==> src/rtl/lpr_pkg.sv <==
package lpr_pkg;

	// route table geometry
	localparam int TABLE_DEPTH = 16;
	localparam int IDX_W       = $clog2(TABLE_DEPTH);
	localparam int CNT_W       = $clog2(TABLE_DEPTH + 1);

	// field widths
	localparam int ADDR_W  = 32;
	localparam int LEN_W   = 6;
	localparam int IFACE_W = 3;
	localparam int TTL_W   = 8;
	localparam int STAT_W  = 3;

	localparam logic [LEN_W-1:0] MAX_LEN = LEN_W'(32);

	// command queue between front and back
	localparam int Q_DEPTH = 2;
	localparam int Q_PTR_W = $clog2(Q_DEPTH);
	localparam int Q_CNT_W = $clog2(Q_DEPTH + 1);

	typedef enum logic [STAT_W-1:0] {
		ST_FORWARDED = 3'd0,
		ST_NO_ROUTE  = 3'd1,
		ST_TTL       = 3'd2,
		ST_ADDED     = 3'd3,
		ST_FULL      = 3'd4
	} lpr_status_t;

	typedef enum logic {
		REQ_ADD   = 1'b0,
		REQ_ROUTE = 1'b1
	} lpr_req_kind_t;

	typedef enum logic [1:0] {
		BK_IDLE,
		BK_SCAN,
		BK_RESP
	} lpr_bk_state_t;

	// classified command handed from front to back
	typedef struct packed {
		lpr_req_kind_t       kind;
		logic [ADDR_W-1:0]   address;
		logic [LEN_W-1:0]    plen;
		logic                has_hop;
		logic [ADDR_W-1:0]   hop;
		logic [IFACE_W-1:0]  iface;
		logic [TTL_W-1:0]    ttl;
	} lpr_cmd_t;

	// one stored route
	typedef struct packed {
		logic [ADDR_W-1:0]   prefix;
		logic [LEN_W-1:0]    plen;
		logic                has_hop;
		logic [ADDR_W-1:0]   hop;
		logic [IFACE_W-1:0]  iface;
	} lpr_entry_t;

	// high plen bits set, plen in 0..32
	function automatic logic [ADDR_W-1:0] len_mask(input logic [LEN_W-1:0] plen);
		logic [ADDR_W-1:0] m;
		if (plen == '0) begin
			m = '0;
		end else begin
			m = {ADDR_W{1'b1}} << (MAX_LEN - plen);
		end
		return m;
	endfunction

endpackage

==> src/rtl/lpr_if.sv <==
interface lpr_req_if import lpr_pkg::*; ();
	logic                valid;
	logic                ready;
	logic                req_type;
	logic [ADDR_W-1:0]   address;
	logic [LEN_W-1:0]    prefix_len;
	logic                has_next_hop;
	logic [ADDR_W-1:0]   gateway_addr;
	logic [IFACE_W-1:0]  iface_in;
	logic [TTL_W-1:0]    ttl_in;

	modport source (
		output valid, req_type, address, prefix_len, has_next_hop,
		       gateway_addr, iface_in, ttl_in,
		input  ready
	);
	modport sink (
		input  valid, req_type, address, prefix_len, has_next_hop,
		       gateway_addr, iface_in, ttl_in,
		output ready
	);
endinterface

interface lpr_rsp_if import lpr_pkg::*; ();
	logic                valid;
	logic                ready;
	logic [STAT_W-1:0]   status;
	logic [IFACE_W-1:0]  iface_out;
	logic [ADDR_W-1:0]   hop_addr_out;
	logic [TTL_W-1:0]    ttl_out;

	modport source (
		output valid, status, iface_out, hop_addr_out, ttl_out,
		input  ready
	);
	modport sink (
		input  valid, status, iface_out, hop_addr_out, ttl_out,
		output ready
	);
endinterface

==> src/rtl/lpr_front.sv <==
module lpr_front import lpr_pkg::*; (
	input  logic     clk,
	input  logic     arst_n,
	lpr_req_if.sink  req,
	output lpr_cmd_t cmd,
	output logic     cmd_valid,
	input  logic     cmd_ready
);

	logic     hold_valid_q;
	lpr_cmd_t hold_q;
	lpr_cmd_t cls;
	logic     accept;

	assign req.ready = !hold_valid_q || cmd_ready;
	assign accept    = req.valid && req.ready;

	// classify and clamp the prefix length
	always_comb begin
		cls.kind    = lpr_req_kind_t'(req.req_type);
		cls.address = req.address;
		cls.plen    = (req.prefix_len > MAX_LEN) ? MAX_LEN : req.prefix_len;
		cls.has_hop = req.has_next_hop;
		cls.hop     = req.gateway_addr;
		cls.iface   = req.iface_in;
		cls.ttl     = req.ttl_in;
	end

	always_ff @(posedge clk or negedge arst_n) begin
		if (!arst_n) begin
			hold_valid_q <= 1'b0;
		end else if (req.ready) begin
			hold_valid_q <= req.valid;
		end
	end

	always_ff @(posedge clk) begin
		if (accept) begin
			hold_q <= cls;
		end
	end

	assign cmd       = hold_q;
	assign cmd_valid = hold_valid_q;

endmodule

==> src/rtl/lpr_queue.sv <==
module lpr_queue import lpr_pkg::*; (
	input  logic     clk,
	input  logic     arst_n,
	input  lpr_cmd_t in_cmd,
	input  logic     in_valid,
	output logic     in_ready,
	output lpr_cmd_t out_cmd,
	output logic     out_valid,
	input  logic     out_ready
);

	lpr_cmd_t             slot_q [Q_DEPTH];
	logic [Q_PTR_W-1:0]   wr_ptr_q;
	logic [Q_PTR_W-1:0]   rd_ptr_q;
	logic [Q_CNT_W-1:0]   cnt_q;
	logic                 push;
	logic                 pop;

	assign in_ready  = cnt_q != Q_CNT_W'(Q_DEPTH);
	assign out_valid = cnt_q != '0;
	assign out_cmd   = slot_q[rd_ptr_q];
	assign push      = in_valid && in_ready;
	assign pop       = out_valid && out_ready;

	always_ff @(posedge clk or negedge arst_n) begin
		if (!arst_n) begin
			wr_ptr_q <= '0;
			rd_ptr_q <= '0;
			cnt_q    <= '0;
		end else begin
			if (push) begin
				wr_ptr_q <= Q_PTR_W'(wr_ptr_q + 1'b1);
			end
			if (pop) begin
				rd_ptr_q <= Q_PTR_W'(rd_ptr_q + 1'b1);
			end
			if (push && !pop) begin
				cnt_q <= Q_CNT_W'(cnt_q + 1'b1);
			end else if (pop && !push) begin
				cnt_q <= Q_CNT_W'(cnt_q - 1'b1);
			end
		end
	end

	always_ff @(posedge clk) begin
		if (push) begin
			slot_q[wr_ptr_q] <= in_cmd;
		end
	end

endmodule

==> src/rtl/lpr_back.sv <==
module lpr_back import lpr_pkg::*; (
	input  logic      clk,
	input  logic      arst_n,
	input  lpr_cmd_t  cmd,
	input  logic      cmd_valid,
	output logic      cmd_ready,
	lpr_rsp_if.source rsp
);

	lpr_bk_state_t       state_q, state_d;
	lpr_cmd_t            cur_q;
	lpr_entry_t          table_q [TABLE_DEPTH];
	logic [CNT_W-1:0]    count_q;
	logic [IDX_W-1:0]    idx_q;
	logic                found_q;
	logic [LEN_W-1:0]    best_len_q;
	logic [IFACE_W-1:0]  best_iface_q;
	logic [ADDR_W-1:0]   best_hop_q;

	logic                rsp_valid_q;
	lpr_status_t         status_q;
	logic [IFACE_W-1:0]  iface_q;
	logic [ADDR_W-1:0]   hop_q;
	logic [TTL_W-1:0]    ttl_q;

	lpr_entry_t          entry;
	logic [ADDR_W-1:0]   mask;
	logic                hit, better, last, full, out_free;
	logic                start, step, finish, do_write;
	lpr_status_t         status_d;
	logic [IFACE_W-1:0]  iface_d;
	logic [ADDR_W-1:0]   hop_d;
	logic [TTL_W-1:0]    ttl_d;

	assign out_free = !rsp_valid_q || rsp.ready;
	assign full     = count_q == CNT_W'(TABLE_DEPTH);

	// one entry compared per cycle
	assign entry  = table_q[idx_q];
	assign mask   = len_mask(entry.plen);
	assign hit    = (entry.prefix & mask) == (cur_q.address & mask);
	assign better = hit && (!found_q || entry.plen > best_len_q);
	assign last   = CNT_W'(idx_q) == CNT_W'(count_q - 1'b1);

	always_comb begin
		state_d = state_q;
		unique case (state_q)
			BK_IDLE: begin
				if (cmd_valid) begin
					if (cmd.kind == REQ_ROUTE && count_q != '0) begin
						state_d = BK_SCAN;
					end else begin
						state_d = BK_RESP;
					end
				end
			end
			BK_SCAN: begin
				if (last) begin
					state_d = BK_RESP;
				end
			end
			BK_RESP: begin
				if (out_free) begin
					state_d = BK_IDLE;
				end
			end
			default: state_d = BK_IDLE;
		endcase
	end

	always_comb begin
		cmd_ready = 1'b0;
		step      = 1'b0;
		finish    = 1'b0;
		unique case (state_q)
			BK_IDLE: cmd_ready = 1'b1;
			BK_SCAN: step      = 1'b1;
			BK_RESP: finish    = out_free;
			default: ;
		endcase
	end

	assign start    = cmd_valid && cmd_ready;
	assign do_write = finish && cur_q.kind == REQ_ADD && !full;

	// result word, fields zero unless forwarded
	always_comb begin
		status_d = ST_FORWARDED;
		iface_d  = '0;
		hop_d    = '0;
		ttl_d    = '0;
		if (cur_q.kind == REQ_ADD) begin
			status_d = full ? ST_FULL : ST_ADDED;
		end else if (!found_q) begin
			status_d = ST_NO_ROUTE;
		end else if (cur_q.ttl <= TTL_W'(1)) begin
			status_d = ST_TTL;
		end else begin
			iface_d = best_iface_q;
			hop_d   = best_hop_q;
			ttl_d   = TTL_W'(cur_q.ttl - 1'b1);
		end
	end

	always_ff @(posedge clk or negedge arst_n) begin
		if (!arst_n) begin
			state_q     <= BK_IDLE;
			count_q     <= '0;
			idx_q       <= '0;
			found_q     <= 1'b0;
			rsp_valid_q <= 1'b0;
		end else begin
			state_q <= state_d;
			if (start) begin
				idx_q   <= '0;
				found_q <= 1'b0;
			end else if (step) begin
				idx_q <= IDX_W'(idx_q + 1'b1);
				if (better) begin
					found_q <= 1'b1;
				end
			end
			if (do_write) begin
				count_q <= CNT_W'(count_q + 1'b1);
			end
			if (finish) begin
				rsp_valid_q <= 1'b1;
			end else if (rsp.ready) begin
				rsp_valid_q <= 1'b0;
			end
		end
	end

	always_ff @(posedge clk) begin
		if (start) begin
			cur_q <= cmd;
		end
		if (step && better) begin
			best_len_q   <= entry.plen;
			best_iface_q <= entry.iface;
			best_hop_q   <= entry.has_hop ? entry.hop : cur_q.address;
		end
		if (finish) begin
			status_q <= status_d;
			iface_q  <= iface_d;
			hop_q    <= hop_d;
			ttl_q    <= ttl_d;
		end
		if (do_write) begin
			table_q[count_q[IDX_W-1:0]] <= '{
				prefix:  cur_q.address,
				plen:    cur_q.plen,
				has_hop: cur_q.has_hop,
				hop:     cur_q.hop,
				iface:   cur_q.iface
			};
		end
	end

	assign rsp.valid        = rsp_valid_q;
	assign rsp.status       = status_q;
	assign rsp.iface_out    = iface_q;
	assign rsp.hop_addr_out = hop_q;
	assign rsp.ttl_out      = ttl_q;

endmodule

==> src/rtl/ipv4_longest_prefix_router_unit.sv <==
// channel | dir | fields                                                     | handshake
// req     | in  | req_type address prefix_len has_next_hop gateway_addr     | valid/ready
//         |     | iface_in ttl_in                                            |
// rsp     | out | status iface_out hop_addr_out ttl_out                      | valid/ready
//
// in the back end an add goes from idle straight to the response state, and a lookup
// first scans a non-empty table: the back end compares one stored route a cycle
// front register and a two-word queue take new words while the back end scans
// a finished result waits in the output register without holding up the queue
// arst_n empties the route table (count to zero), queue and output register

module ipv4_longest_prefix_router_unit import lpr_pkg::*; (
	input  logic      clk,
	input  logic      arst_n,
	lpr_req_if.sink   req,
	lpr_rsp_if.source rsp
);

	// front to queue
	lpr_cmd_t fr_cmd;
	logic     fr_valid;
	logic     fr_ready;

	// queue to back end
	lpr_cmd_t bk_cmd;
	logic     bk_valid;
	logic     bk_ready;

	// accept and classify, clamp prefix length to 32
	lpr_front u_front (
		.clk       (clk),
		.arst_n    (arst_n),
		.req       (req),
		.cmd       (fr_cmd),
		.cmd_valid (fr_valid),
		.cmd_ready (fr_ready)
	);

	// decouples acceptance from the table scan
	lpr_queue u_queue (
		.clk       (clk),
		.arst_n    (arst_n),
		.in_cmd    (fr_cmd),
		.in_valid  (fr_valid),
		.in_ready  (fr_ready),
		.out_cmd   (bk_cmd),
		.out_valid (bk_valid),
		.out_ready (bk_ready)
	);

	// route table, sequential longest-prefix scan, result register
	lpr_back u_back (
		.clk       (clk),
		.arst_n    (arst_n),
		.cmd       (bk_cmd),
		.cmd_valid (bk_valid),
		.cmd_ready (bk_ready),
		.rsp       (rsp)
	);

endmodule

==> src/flat_wrapper.sv <==
// flat-port wrapper written by rule: the top's interface ports become plain ports
module ipv4_longest_prefix_router_unit_flat import lpr_pkg::*;
  (clk, arst_n, req_valid, req_req_type, req_address, req_prefix_len, req_has_next_hop, req_gateway_addr, req_iface_in, req_ttl_in, req_ready, rsp_valid, rsp_status, rsp_iface_out, rsp_hop_addr_out, rsp_ttl_out, rsp_ready);
  lpr_req_if req_i ();
  lpr_rsp_if rsp_i ();
  input  logic clk;
  input  logic arst_n;
  input wire logic [$bits(req_i.valid)-1:0] req_valid;
  input wire logic [$bits(req_i.req_type)-1:0] req_req_type;
  input wire logic [$bits(req_i.address)-1:0] req_address;
  input wire logic [$bits(req_i.prefix_len)-1:0] req_prefix_len;
  input wire logic [$bits(req_i.has_next_hop)-1:0] req_has_next_hop;
  input wire logic [$bits(req_i.gateway_addr)-1:0] req_gateway_addr;
  input wire logic [$bits(req_i.iface_in)-1:0] req_iface_in;
  input wire logic [$bits(req_i.ttl_in)-1:0] req_ttl_in;
  output wire logic [$bits(req_i.ready)-1:0] req_ready;
  output wire logic [$bits(rsp_i.valid)-1:0] rsp_valid;
  output wire logic [$bits(rsp_i.status)-1:0] rsp_status;
  output wire logic [$bits(rsp_i.iface_out)-1:0] rsp_iface_out;
  output wire logic [$bits(rsp_i.hop_addr_out)-1:0] rsp_hop_addr_out;
  output wire logic [$bits(rsp_i.ttl_out)-1:0] rsp_ttl_out;
  input wire logic [$bits(rsp_i.ready)-1:0] rsp_ready;
  assign req_i.valid = req_valid;
  assign req_i.req_type = req_req_type;
  assign req_i.address = req_address;
  assign req_i.prefix_len = req_prefix_len;
  assign req_i.has_next_hop = req_has_next_hop;
  assign req_i.gateway_addr = req_gateway_addr;
  assign req_i.iface_in = req_iface_in;
  assign req_i.ttl_in = req_ttl_in;
  assign req_ready = req_i.ready;
  assign rsp_valid = rsp_i.valid;
  assign rsp_status = rsp_i.status;
  assign rsp_iface_out = rsp_i.iface_out;
  assign rsp_hop_addr_out = rsp_i.hop_addr_out;
  assign rsp_ttl_out = rsp_i.ttl_out;
  assign rsp_i.ready = rsp_ready;
  ipv4_longest_prefix_router_unit u_core (.clk(clk), .arst_n(arst_n), .req(req_i), .rsp(rsp_i));
endmodule
==> config.mk <==
export PLATFORM = sky130hd
export DESIGN_NAME = ipv4_longest_prefix_router_unit_flat
export DESIGN_NICKNAME = d
export VERILOG_FILES = /design/src/rtl/lpr_pkg.sv /design/src/rtl/lpr_if.sv /design/src/rtl/lpr_front.sv /design/src/rtl/lpr_queue.sv /design/src/rtl/lpr_back.sv /design/src/rtl/ipv4_longest_prefix_router_unit.sv /design/src/flat_wrapper.sv
export SDC_FILE = /design/constraint.sdc
export NUM_CORES = 2
export LEC_CHECK = 0
export ABC_AREA = 1
export BUFFER_PORTS_ARGS = -buffer_cell sky130_fd_sc_hd__buf_2
export CELL_PAD_IN_SITES_DETAIL_PLACEMENT = 0
export CELL_PAD_IN_SITES_GLOBAL_PLACEMENT = 1
export CORE_UTILIZATION = 52
export DETAILED_ROUTE_END_ITERATION = 10
export PLACE_DENSITY_LB_ADDON = 0.1
export SYNTH_ARGS = -nofsm -noshare
export SYNTH_HDL_FRONTEND = slang
export SYNTH_SLANG_ARGS = --single-unit
==> constraint.sdc <==
create_clock -name clk -period 8.9 [get_ports clk]
set_clock_uncertainty 0.2 [all_clocks]
set_input_delay 1.78 -clock clk [delete_from_list [all_inputs] [get_ports clk]]
set_output_delay 1.78 -clock clk [all_outputs]
set_load 0.02 [all_outputs]
==> flow_metrics.tcl <==
set metrics [dict create \
    outcome "completed" \
    p_int_uw 16000 \
    cp-startpoint "u_core.u_back.idx_q[0]" \
    power_frac_seq_pct 46.8 \
    cts_made_buffers 166 \
    grt_pass1_wl_mm 239 \
    ff2ff_setup_slack_ns 3.17 \
    cts_tree "built" \
    fmaxAchievable_ghz 0.175 \
    cts_resized 0 \
    worst_pin_slew_ns 1.09 \
    power_switching_uw 8600 \
    nets 4816 \
    yosysSeqAreaShare_pct 77.3 \
    final_cell_mix "edfxtp_1, nor2_1, o21ai_0" \
    dp_hpwl_mm 85.7 \
    slew_viol_final 0 \
    synth_cell_type_count 41 \
    synth_fp_nets 4709 \
    area_growth_pct 12.0 \
    grt_usage_pct 26.8 \
    setup.worst_path.class "flip-flop to flip-flop" \
    crit_path_cell_trace "inv_8 > buf_4 > nand2_1 > nand2_1 > nand2_1 > nand3_1 > nand3_1 > nand2_2 > inv_2 > nand3_1 > nand2_1 > o21ai_1 > nand2_1 > nand2_1 > nand3_1 > nor2_1 > nand2_1 > nand2_1 > nand2_1 > inv_2 > buf_4" \
    clockPowerShare_pct 27.7 \
    rsz0062_at_grt "false" \
    routed_wl_mm 164 \
    synth.ff_latch_count 1621 \
    cts_sinks 1621 \
    fill_cells 9527 \
    instances_no_fill 6456 \
    vias_per_cell 5.83 \
    io_pins 135 \
    final_common_cell "edfxtp_1" \
    place_ws_ns 3.31 \
    ys_dominant_reg_cell "edfxtp_1" \
    path_max_fanout 123 \
    start_util_pct 52.4 \
    rows 127 \
    drc 0 \
    ir_worst_vdd_mv 0.240 \
    slew_headroom_pct 27.1 \
    firstDrtPassIters 6 \
    syn-instance-count 4604 \
    core_um2 120000 \
    cpMaxStageDelayCell "buf_4" \
    layout-drive-gt1-share_pct 10.2 \
    setup_viol 0 \
    fin_crit_ns 5.73 \
    root_buffer "clkbuf_16" \
    clk_pin_slew_worst_paths_ns 0.06 \
    reg2reg_from "u_core.u_back.idx_q[0]" \
    start_kind "flip-flop" \
    diodes 0 \
    tns_ns 0 \
    worstSetupEndpointType "flip-flop" \
    clk_latency_ns 0.80 \
    grt_pass1_vias 36081 \
    gr-total-overflow 0 \
    crit_top_cell "nand2_1" \
    syn-cell-area_um2 62800 \
    crit_required_ns 9.14 \
    crit_arrival_ns 5.97 \
    min_path_type "flip-flop to flip-flop" \
    wire_per_inst_um 25.4 \
    grt_max_degree 214 \
    max_cap_violations 0 \
    die-area_um2 122000 \
    post-cts-setup-buffers 0 \
    yosysWarnings 0 \
    place_congestion 0.807 \
    cts_buffer_depth 3 \
    antenna_found_initial 5 \
    cts_max_level 4 \
    hold_viol 0 \
    p_leak_uw 0.0240 \
    max_stage_delay_ns 0.83 \
    pwr-share-comb_pct 25.6 \
    cts_hold_buf 0 \
    switching_share_pct 35.0 \
    die_x_um 350 \
    syn_avg_cell_area_um2 13.6 \
    worstReg2RegEnd "u_core.u_back.best_hop_q[21]" \
    synth_edf_count 1603 \
    drt_iter0_markers 3627 \
    dp.cells 6155 \
    postSynth.asyncResetShare_pct 1.11 \
    fin_crit_sh_pct 64.4 \
    setup_slack_ns 3.17 \
    power_density_nw_per_um2 349 \
    die_h_um 350 \
    ff2ff_path_depth 21 \
    final_antenna_net_count 0 \
    num_vias 37617 \
    io_buffers 134 \
    endpoint "u_core.u_back.best_hop_q[21]" \
]
==> stage by stage <==
| step | hold WS (ns) | area (um^2) | power (uW) | util (%) |
|---|---|---|---|---|
| global placement | 0.223 | 65100 | 17900 | 54.3 |
| CTS | 0.242 | 70400 | 24700 | 58.7 |
| floorplan | 0.221 | 62800 | 15300 | - |
| finish | 0.241 | 70400 | 24600 | 58.7 |
| detailed placement | 0.230 | 65100 | 18000 | 54.3 |
| global route | 0.246 | 70400 | 25700 | 58.7 |
==> cell type report <==
type / instances / area [um^2] / share of cell area [%]
clock buffer: 221 / 4510 / 6.41
clock inverter: 80 / 766 / 1.09
inverter: 165 / 644 / 0.916
multi-input combinational: 2540 / 12400 / 17.7
sequential: 1621 / 48600 / 69.1
tap: 1612 / 2020 / 2.87
timing repair buffer: 217 / 1390 / 1.98
==> worst max-delay path: cells and delay by family (launching register included) <==
family / cells / cell delay, ns
AOI/OAI and AO/OA: 1 / 0.15
buffers and inverters: 5 / 2.40
DFF: 1 / 0.75
and+or+nand+nor: 15 / 1.55
==> power groups by stage <==
stage	Combinational, uW	Sequential (uW)	Clock [uW]
final	6280	11500	6800
after global routing	6890	11600	7170
after CTS	6330	11500	6900
after detailed placement	6310	11600	0
after global placement	6280	11600	0
after floorplan	3920	11400	0
==> how the worst min path moves through the flow <==
stage / from / to / slack (ns) / cells past startpoint
floorplan: u_core.u_front.cmd[0] / u_core.u_queue.slot_q[0][0] / 0.22 / 0
global placement: u_core.u_front.cmd[38] / u_core.u_queue.slot_q[0][38] / 0.22 / 0
detailed placement: u_core.u_front.cmd[15] / u_core.u_queue.slot_q[0][15] / 0.23 / 0
CTS: u_core.u_front.cmd[57] / u_core.u_queue.slot_q[0][57] / 0.24 / 0
global route: u_core.u_front.cmd[57] / u_core.u_queue.slot_q[0][57] / 0.25 / 0
finish: u_core.u_front.cmd[57] / u_core.u_queue.slot_q[0][57] / 0.24 / 0
==> cells by family (layout without fill, tap and decap cells) <==
kind of cell               count (synthesis)  after routing  share of synthesized area (%)
DFF                                     1621           1621                           77.3
and+or+nand+nor                         1557           1557                           9.88
AOI/OAI and AO/OA                        932            932                           8.81
buffers and inverters                    443            683                           3.17
xor gates and xnor gates                  33             33                          0.460
adders and majority gates                 18             18                          0.358
==> state kept, by name (all words and copies together), names as in the netlist, 2 cells and up <==
register and count:
u_core.u_back.best_hop_q 32, u_core.u_back.count_q 5, u_core.u_back.cur_q 83, u_core.u_queue.slot_q 166, u_core.u_queue.cnt_q 2, u_core.u_back.rsp.ttl_out 8, u_core.u_back.state_q 2, u_core.u_back.rsp.hop_addr_out 32
u_core.u_back.best_len_q 6, u_core.u_front.cmd 83, u_core.u_back.idx_q 4, u_core.u_back.rsp.iface_out 3, u_core.u_back.rsp.status 3, u_core.u_back.best_iface_q 3, u_core.u_back.table_q 1184
==> synth_stat cells (2+ instances only) <==
cell	count	area [um^2]
buf_2	94	470
buf_6	20	225
nand2_4	2	22.5
o21ai_1	17	85.1
inv_2	5	18.8
dfrtp_1	18	450
inv_1	158	593
xor2_1	20	175
a21oi_1	18	90.1
o211ai_2	2	25.0
o31ai_1	3	22.5
nand2_2	3	18.8
nand2_1	555	2080
clkinv_1	2	7.51
o21ai_0	568	2840
nor3_1	3	15.0
o211ai_1	106	796
nor2_1	776	2910
ha_1	18	225
nand3_2	4	40.0
xnor2_1	13	114
nand4_1	5	31.3
o221ai_1	121	1060
clkbuf_1	138	518
o22ai_1	60	375
buf_4	16	120
or2_2	5	31.3
a31oi_1	32	200
nand3_1	195	976
buf_1	10	37.5
edfxtp_1	1603	48100
nand3b_1	5	37.5
==> per-layer routing <==
metal  routed length, um  global-route usage, %  share of wire [%]
met1               71100                   38.0                 43
met2               79000                   43.8                 48
met3               10100                   3.42                6.2
met4                3610                   7.74                2.2
met5                   0                      0                  0
No activity file was read; power rests on OpenSTA's default activity.
